File: src/design/manchester_frame_encoder_macros.svh
// assertion macros for the manchester frame encoder
`ifndef MANCHESTER_FRAME_ENCODER_MACROS_SVH
`define MANCHESTER_FRAME_ENCODER_MACROS_SVH

// same-cycle implication, disabled during reset
`define MFE_ASSERT_SAME(label, clk, rst, ante, cons, msg) \
   label: assert property (@(posedge clk) disable iff (rst) (ante) |-> (cons)) \
      else $error(msg);

// next-cycle implication, disabled during reset
`define MFE_ASSERT_NEXT(label, clk, rst, ante, cons, msg) \
   label: assert property (@(posedge clk) disable iff (rst) (ante) |=> (cons)) \
      else $error(msg);

`endif

File: src/design/mfe_pkg.sv
// package with frame constants and the nibble encoder for the manchester frame encoder
package mfe_pkg;

   localparam int PREAMBLE_COUNT_DEFAULT = 8;

   localparam logic [7:0] PREAMBLE_BYTE = 8'h55;
   localparam logic [7:0] START_BYTE    = 8'hA4;
   localparam logic [7:0] END_BYTE      = 8'hA0;
   localparam logic [1:0] CODE_ONE      = 2'b01;
   localparam logic [1:0] CODE_ZERO     = 2'b10;

   // each bit becomes a pair, bit 0 in the lowest pair
   function automatic logic [7:0] encode_nibble(input logic [3:0] nib);
      logic [7:0] code;
      code = 8'h00;
      for (int j = 0; j < 4; j++) begin
         code[2*j +: 2] = nib[j] ? CODE_ONE : CODE_ZERO;
      end
      return code;
   endfunction

endpackage

File: src/design/manchester_frame_encoder.sv
// top level of the manchester frame encoder: item register, byte sequencer, result register
//
//   channel | direction | ports
//   --------+-----------+------------------------------------------------------
//   req     | in        | req_valid, req_ready, req_data_byte, req_byte_present,
//           |           | req_end_of_frame
//   rsp     | out       | rsp_valid, rsp_ready, rsp_out_byte, rsp_last_of_run
//
// one result byte leaves per cycle while rsp_ready is not stalled; an item gives
// 2 result bytes for a data byte inside a frame, plus PREAMBLE_COUNT + 1 when it
// opens a frame, plus 2 when it closes one. idle items are taken and give nothing.
// the next item is taken in the cycle the last byte of the current one moves
// into the result register. reset is synchronous and clears the frame state;
// a stalled rsp_ready holds the result and the sequencer.
`include "manchester_frame_encoder_macros.svh"

module manchester_frame_encoder
   import mfe_pkg::*;
#(
   parameter int PREAMBLE_COUNT = PREAMBLE_COUNT_DEFAULT
) (
   input  logic       clock,
   input  logic       reset,
   input  logic       req_valid,
   output logic       req_ready,
   input  logic [7:0] req_data_byte,
   input  logic       req_byte_present,
   input  logic       req_end_of_frame,
   output logic       rsp_valid,
   input  logic       rsp_ready,
   output logic [7:0] rsp_out_byte,
   output logic       rsp_last_of_run
);

   localparam int CNT_W = (PREAMBLE_COUNT > 1) ? $clog2(PREAMBLE_COUNT) : 1;
   localparam logic [CNT_W-1:0] CNT_LAST = CNT_W'(PREAMBLE_COUNT - 1);

   typedef enum logic [2:0] {
      PH_PRE,
      PH_START,
      PH_HI,
      PH_LO,
      PH_SUM,
      PH_END
   } phase_type;

   // frame state
   logic       in_frame_ff;
   logic [7:0] running_sum_ff;

   // item register
   logic             hold_valid_ff;
   phase_type        phase_ff;
   logic [CNT_W-1:0] count_ff;
   logic [7:0]       hi_ff;
   logic [7:0]       lo_ff;
   logic [7:0]       chk_ff;
   logic             has_data_ff;
   logic             has_eof_ff;

   // result register
   logic       rsp_valid_ff;
   logic [7:0] rsp_out_byte_ff;
   logic       rsp_last_ff;

   logic       accept;
   logic       take;
   logic       load;
   logic       is_last;
   logic [7:0] hi_in;
   logic [7:0] lo_in;
   logic [7:0] sum_in;
   logic [7:0] chk_in;
   phase_type  start_phase;
   phase_type  phase_in;
   logic [CNT_W-1:0] count_in;
   logic [7:0] byte_in;

   // encode the incoming byte and work out the checksum it leaves
   always_comb begin
      hi_in  = encode_nibble(req_data_byte[7:4]);
      lo_in  = encode_nibble(req_data_byte[3:0]);
      sum_in = req_byte_present ? 8'(running_sum_ff + hi_in + lo_in) : running_sum_ff;
      chk_in = sum_in;
      if (!in_frame_ff) begin
         start_phase = PH_PRE;
      end else if (req_byte_present) begin
         start_phase = PH_HI;
      end else begin
         start_phase = PH_SUM;
      end
   end

   // handshake between the item register and the result register
   assign load    = hold_valid_ff && (!rsp_valid_ff || rsp_ready);
   assign is_last = (phase_ff == PH_END) || ((phase_ff == PH_LO) && !has_eof_ff);
   assign req_ready = !hold_valid_ff || (load && is_last);
   assign accept  = req_valid && req_ready;
   assign take    = accept && (req_byte_present || req_end_of_frame);

   // sequencer step and the byte for the current phase
   always_comb begin
      phase_in = phase_ff;
      count_in = count_ff;
      byte_in  = PREAMBLE_BYTE;
      case (phase_ff)
         PH_PRE: begin
            byte_in = PREAMBLE_BYTE;
            if (count_ff == CNT_LAST) begin
               phase_in = PH_START;
            end else begin
               count_in = count_ff + CNT_W'(1);
            end
         end
         PH_START: begin
            byte_in  = START_BYTE;
            phase_in = has_data_ff ? PH_HI : PH_SUM;
         end
         PH_HI: begin
            byte_in  = hi_ff;
            phase_in = PH_LO;
         end
         PH_LO: begin
            byte_in  = lo_ff;
            phase_in = PH_SUM;
         end
         PH_SUM: begin
            byte_in  = chk_ff;
            phase_in = PH_END;
         end
         PH_END: begin
            byte_in  = END_BYTE;
            phase_in = PH_END;
         end
         default: begin
            byte_in  = END_BYTE;
            phase_in = PH_END;
         end
      endcase
   end

   // control state, frame state and result valid
   always_ff @(posedge clock) begin
      if (reset) begin
         in_frame_ff    <= 1'b0;
         running_sum_ff <= 8'h00;
         hold_valid_ff  <= 1'b0;
         phase_ff       <= PH_PRE;
         count_ff       <= '0;
         rsp_valid_ff   <= 1'b0;
      end else begin
         if (take) begin
            hold_valid_ff  <= 1'b1;
            phase_ff       <= start_phase;
            count_ff       <= '0;
            in_frame_ff    <= !req_end_of_frame;
            running_sum_ff <= req_end_of_frame ? 8'h00 : sum_in;
         end else if (load && is_last) begin
            hold_valid_ff <= 1'b0;
         end else if (load) begin
            phase_ff <= phase_in;
            count_ff <= count_in;
         end
         if (load) begin
            rsp_valid_ff <= 1'b1;
         end else if (rsp_ready) begin
            rsp_valid_ff <= 1'b0;
         end
      end
   end

   // payload of the item register and the result register
   always_ff @(posedge clock) begin
      if (take) begin
         hi_ff       <= hi_in;
         lo_ff       <= lo_in;
         chk_ff      <= chk_in;
         has_data_ff <= req_byte_present;
         has_eof_ff  <= req_end_of_frame;
      end
      if (load) begin
         rsp_out_byte_ff <= byte_in;
         rsp_last_ff     <= is_last;
      end
   end

   assign rsp_valid       = rsp_valid_ff;
   assign rsp_out_byte    = rsp_out_byte_ff;
   assign rsp_last_of_run = rsp_last_ff;

   // checks on the sequencer
   `MFE_ASSERT_SAME(a_done_shows_last, clock, reset, rsp_valid_ff && !hold_valid_ff, rsp_last_ff, "result pending with no item but not marked last")
   `MFE_ASSERT_SAME(a_pre_count_range, clock, reset, hold_valid_ff && (phase_ff == PH_PRE), count_ff <= CNT_LAST, "preamble count out of range")
   `MFE_ASSERT_SAME(a_sum_needs_eof, clock, reset, hold_valid_ff && ((phase_ff == PH_SUM) || (phase_ff == PH_END)), has_eof_ff, "checksum phase on an item that does not close the frame")
   `MFE_ASSERT_NEXT(a_end_byte_out, clock, reset, load && (phase_ff == PH_END), rsp_valid_ff && rsp_last_ff && (rsp_out_byte_ff == END_BYTE), "end byte not presented as last result")

endmodule

File: config.mk
export PLATFORM = sky130hd
export DESIGN_NAME = manchester_frame_encoder
export DESIGN_NICKNAME = d
export VERILOG_FILES = /design/src/design/mfe_pkg.sv /design/src/design/manchester_frame_encoder.sv
export VERILOG_INCLUDE_DIRS = /design/src /design/src/design
export SDC_FILE = /design/constraint.sdc
export NUM_CORES = 1
export LEC_CHECK = 0
export BUFFER_PORTS_ARGS = -buffer_cell sky130_fd_sc_hd__buf_2
export CORE_MARGIN = 2
export CORE_UTILIZATION = 45
export DETAILED_ROUTE_END_ITERATION = 6
export PLACE_DENSITY = 0.61
export SETUP_SLACK_MARGIN = 0.15
export SKIP_LAST_GASP = 1
export SLEW_MARGIN = 5
export SYNTH_ARGS = -nofsm -noshare
export SYNTH_HDL_FRONTEND = slang
export SYNTH_SLANG_ARGS = --single-unit
File: constraint.sdc
create_clock -name clock -period 3.9 [get_ports clock]
set_clock_uncertainty 0.15 [all_clocks]
set_input_delay 1.17 -clock clock [delete_from_list [all_inputs] [get_ports clock]]
set_output_delay 1.17 -clock clock [all_outputs]
set_load 0.01 [all_outputs]
==> reports/summary.txt <==
Core Area: 5473 um2
Largest family of logic cells by synthesized area: compound AO/OA/AOI/OAI gates
Synth Area in Compound Gates: 15.19%
Syn Area/Cell: 11.71 um2
Iter 0 DRT Violations: 107
DRT Pass-1 Iters: 4
Netlist cell types: 45
Post-Synth Simple-Gate Area: 8.906%
Final slew viol count: 0
Clock Path Buffers: 2
#FFs+latches synth: 52
DR WL/cell: 13.14 um
Pwr Density: 422.5 nW/um2
Worst min path class: reg -> reg
TritonCTS clock tree: done
Crit start category: input port
Max transition margin: 59.81%
Post-synth EDFFs: 35
Layout cells sized above 1: 17.01%
Antenna Cells: 0
Crit path max fanout: 4
WP data required: 3.80 ns
Fill cell count: 501
Setup TNS Final: 0 ns
Placed Cells incl. Taps: 305
Post-synth top flop: edfxtp_1
YS warnings: 0
HPWL after DPL: 3087 um
Actual slew at the worst max-slew pin: 0.6020 ns
TritonCTS buffer count: 5
Post-Synthesis Cells: 216
RSZ-0062 raised after global routing: false
Seq/Total Area, Yosys: 55.02%
CTS Hold Bufs: 0
Async SR Flop Fraction: 0%
Post-Synth XOR/XNOR Area: 2.425%
Synth Area in Adders: 10.29%
Root Driver: clkbuf_8
Status: finished clean
Die height: 78.96 um
DR vias/cell: 4.936
Resized cells post-CTS: 0
Syn nets: 246
P&R area growth vs syn: 11.63%
Nets: 270
Global-route wire length before repair: 7279 um
WL final: 4112 um
Fin crit period: 3.303 ns
Antenna violations before repair: 0
Area of the multi-input gates: 993.5 um2
Gp weighted congestion: 0.8162
CTS Sinks: 52
Max-Cap Viols: 0
Final cell count without fillers: 313
Mapped cell area: 2529 um2
Final Hold Viols: 0
GRT Total Usage: 15.31%
Fin util: 51.58%
IO Port Bufs: 24
Remaining DRCs: 0
LEAKAGE: 1.121 nW
Final setup violation count: 0
Worst skew pair latency: 0.30 ns
Number of core rows: 27
Buffer count from post-CTS setup fixing: 0
Total die area: 6235 um2
Pin count of the biggest net entering global routing: 27
Crit end category: register
Die X: 78.96 um
I/O pin count: 25
Max IR drop VDD: 0.1364 mV
Critical path type: in -> reg
DR vias: 1545
Initial core utilization: 46.20%
Max Fclk: 0.3028 GHz
Storage element area: 1391 um2
Mux contribution to synthesized area: 2.474%
Worst-path clk slew: 0.09 ns
Period utilization: 84.69%
H-tree depth: 2
Worst EP arrival: 3.20 ns
Grt ovf: 0
Detail Route Antenna Nets: 0
Number of global-route vias before repair: 1482
-- synthesized netlist by cell type, types with 2 or more instances --
| library cell | n | area share, % |
|---|---|---|
| inv_1 | 27 | 4.0 |
| nor3_1 | 2 | 0.40 |
| nand4_1 | 2 | 0.49 |
| a21boi_0 | 3 | 0.89 |
| mux2_2 | 2 | 0.89 |
| a22o_1 | 7 | 2.4 |
| edfxtp_1 | 35 | 42 |
| nor2_1 | 15 | 2.2 |
| ha_1 | 8 | 4.0 |
| xnor2_1 | 5 | 1.7 |
| o22a_1 | 2 | 0.69 |
| a21o_1 | 3 | 0.89 |
| o21ai_0 | 12 | 2.4 |
| clkbuf_1 | 5 | 0.74 |
| a211oi_1 | 3 | 0.89 |
| a22oi_1 | 3 | 0.89 |
| nand2b_1 | 3 | 0.74 |
| a21oi_1 | 9 | 1.8 |
| nand2_1 | 12 | 1.8 |
| xor2_1 | 2 | 0.69 |
| o21a_1 | 3 | 0.89 |
| dfxtp_1 | 17 | 13 |
| mux2i_1 | 4 | 1.6 |
| fa_1 | 8 | 6.3 |
| o22ai_1 | 4 | 0.99 |
-- area by class of cell --
type / instances / area share (%)
Timing Repair Buffer: 25 / 4.965
Clock inverter: 3 / 1.330
Tap cell: 72 / 3.191
Inverter: 27 / 3.590
Sequential cell: 52 / 49.29
Clock buffer: 5 / 2.438
Multi-Input combinational cell: 129 / 35.20
-- path summary, 6_finish.rpt --
kind	start	to	slack, ns	cells after the start
max	req_data_byte[4]	chk_ff[7]	0.60	11
min	running_sum_ff[1]	running_sum_ff[1]	0.33	1
max reg2reg	running_sum_ff[1]	chk_ff[7]	1.23	11
min reg2reg	running_sum_ff[1]	running_sum_ff[1]	0.33	1
-- worst max-delay path: stages --
cell and delay, ns:
buf_2 0.14, fa_1 0.46, inv_1 0.06, ha_1 0.19, inv_1 0.06, fa_1 0.40, nor2b_1 0.18, o31ai_1 0.11
a21oi_1 0.18, xnor2_1 0.16, a21oi_1 0.09
-- metal layers --
metal | wire length [um] | GRT usage, %
met1 | 2147 | 22.24
met2 | 1773 | 22.54
met3 | 123 | 3.750
met4 | 68 | 5.172
met5 | 0 | 0
-- metrics by stage --
| step | cell area (um2) | total power [mW] | hold WS [ns] | setup slack, ns |
|---|---|---|---|---|
| 6_report | 2823 | 1.193 | 0.3349 | 0.5972 |
| 5_1_grt | 2823 | 1.264 | 0.3551 | 0.4917 |
| 4_1_cts | 2823 | 1.203 | 0.3383 | 0.5962 |
| 3_5_place_dp | 2716 | 0.8517 | 0.3116 | 0.2786 |
| 3_3_place_gp | 2716 | 0.8495 | 0.3082 | 0.3153 |
| 2_1_floorplan | 2529 | 0.7990 | 0.2922 | 0.5776 |
-- kinds of logic after synthesis --
kind of cell / count (synthesis)
buffers and inverters: 35
adder cells (fa/ha/maj): 16
AND/OR/NAND/NOR: 45
XOR/XNOR: 7
AO/OA/AOI/OAI: 55
flip-flops: 52
multiplexers: 6
-- registers in the layout, indices dropped and copies added (netlist names) --
signal / cells
rsp_last_of_run: 1
count_ff: 3
has_eof_ff: 1
hi_ff: 8
chk_ff: 8
in_frame_ff: 1
phase_ff: 3
hold_valid_ff: 1
lo_ff: 8
has_data_ff: 1
rsp_out_byte: 8
running_sum_ff: 8
rsp_valid: 1
-- power by group --
| part | switching [mW] | internal, mW |
|---|---|---|
| combinational | 0.107 | 0.0805 |
| clock | 0.169 | 0.187 |
| sequential | 0.0183 | 0.631 |
| total | 0.294 | 0.899 |
-- placed cells by master (no fill, tap or decap), types with 2 or more instances in the layout --
master    netlist  final
mux2_2          2      2
ha_1            8      8
inv_1          27     27
a21o_1          3      3
a21boi_0        3      3
clkinv_1        0      2
o21a_1          3      3
nor2_1         15     15
nand4_1         2      2
a211oi_1        3      3
fa_1            8      8
edfxtp_1       35     35
a22o_1          7      7
xor2_1          2      2
o22a_1          2      2
nand2_1        12     12
nor3_1          2      2
xnor2_1         5      5
mux2i_1         4      4
o21ai_0        12     12
a21oi_1         9      9
nand2b_1        3      3
o22ai_1         4      4
a22oi_1         3      3
clkbuf_8        0      5
dfxtp_1        17     17
buf_2           1     24
(Power assumes the default switching activity.)
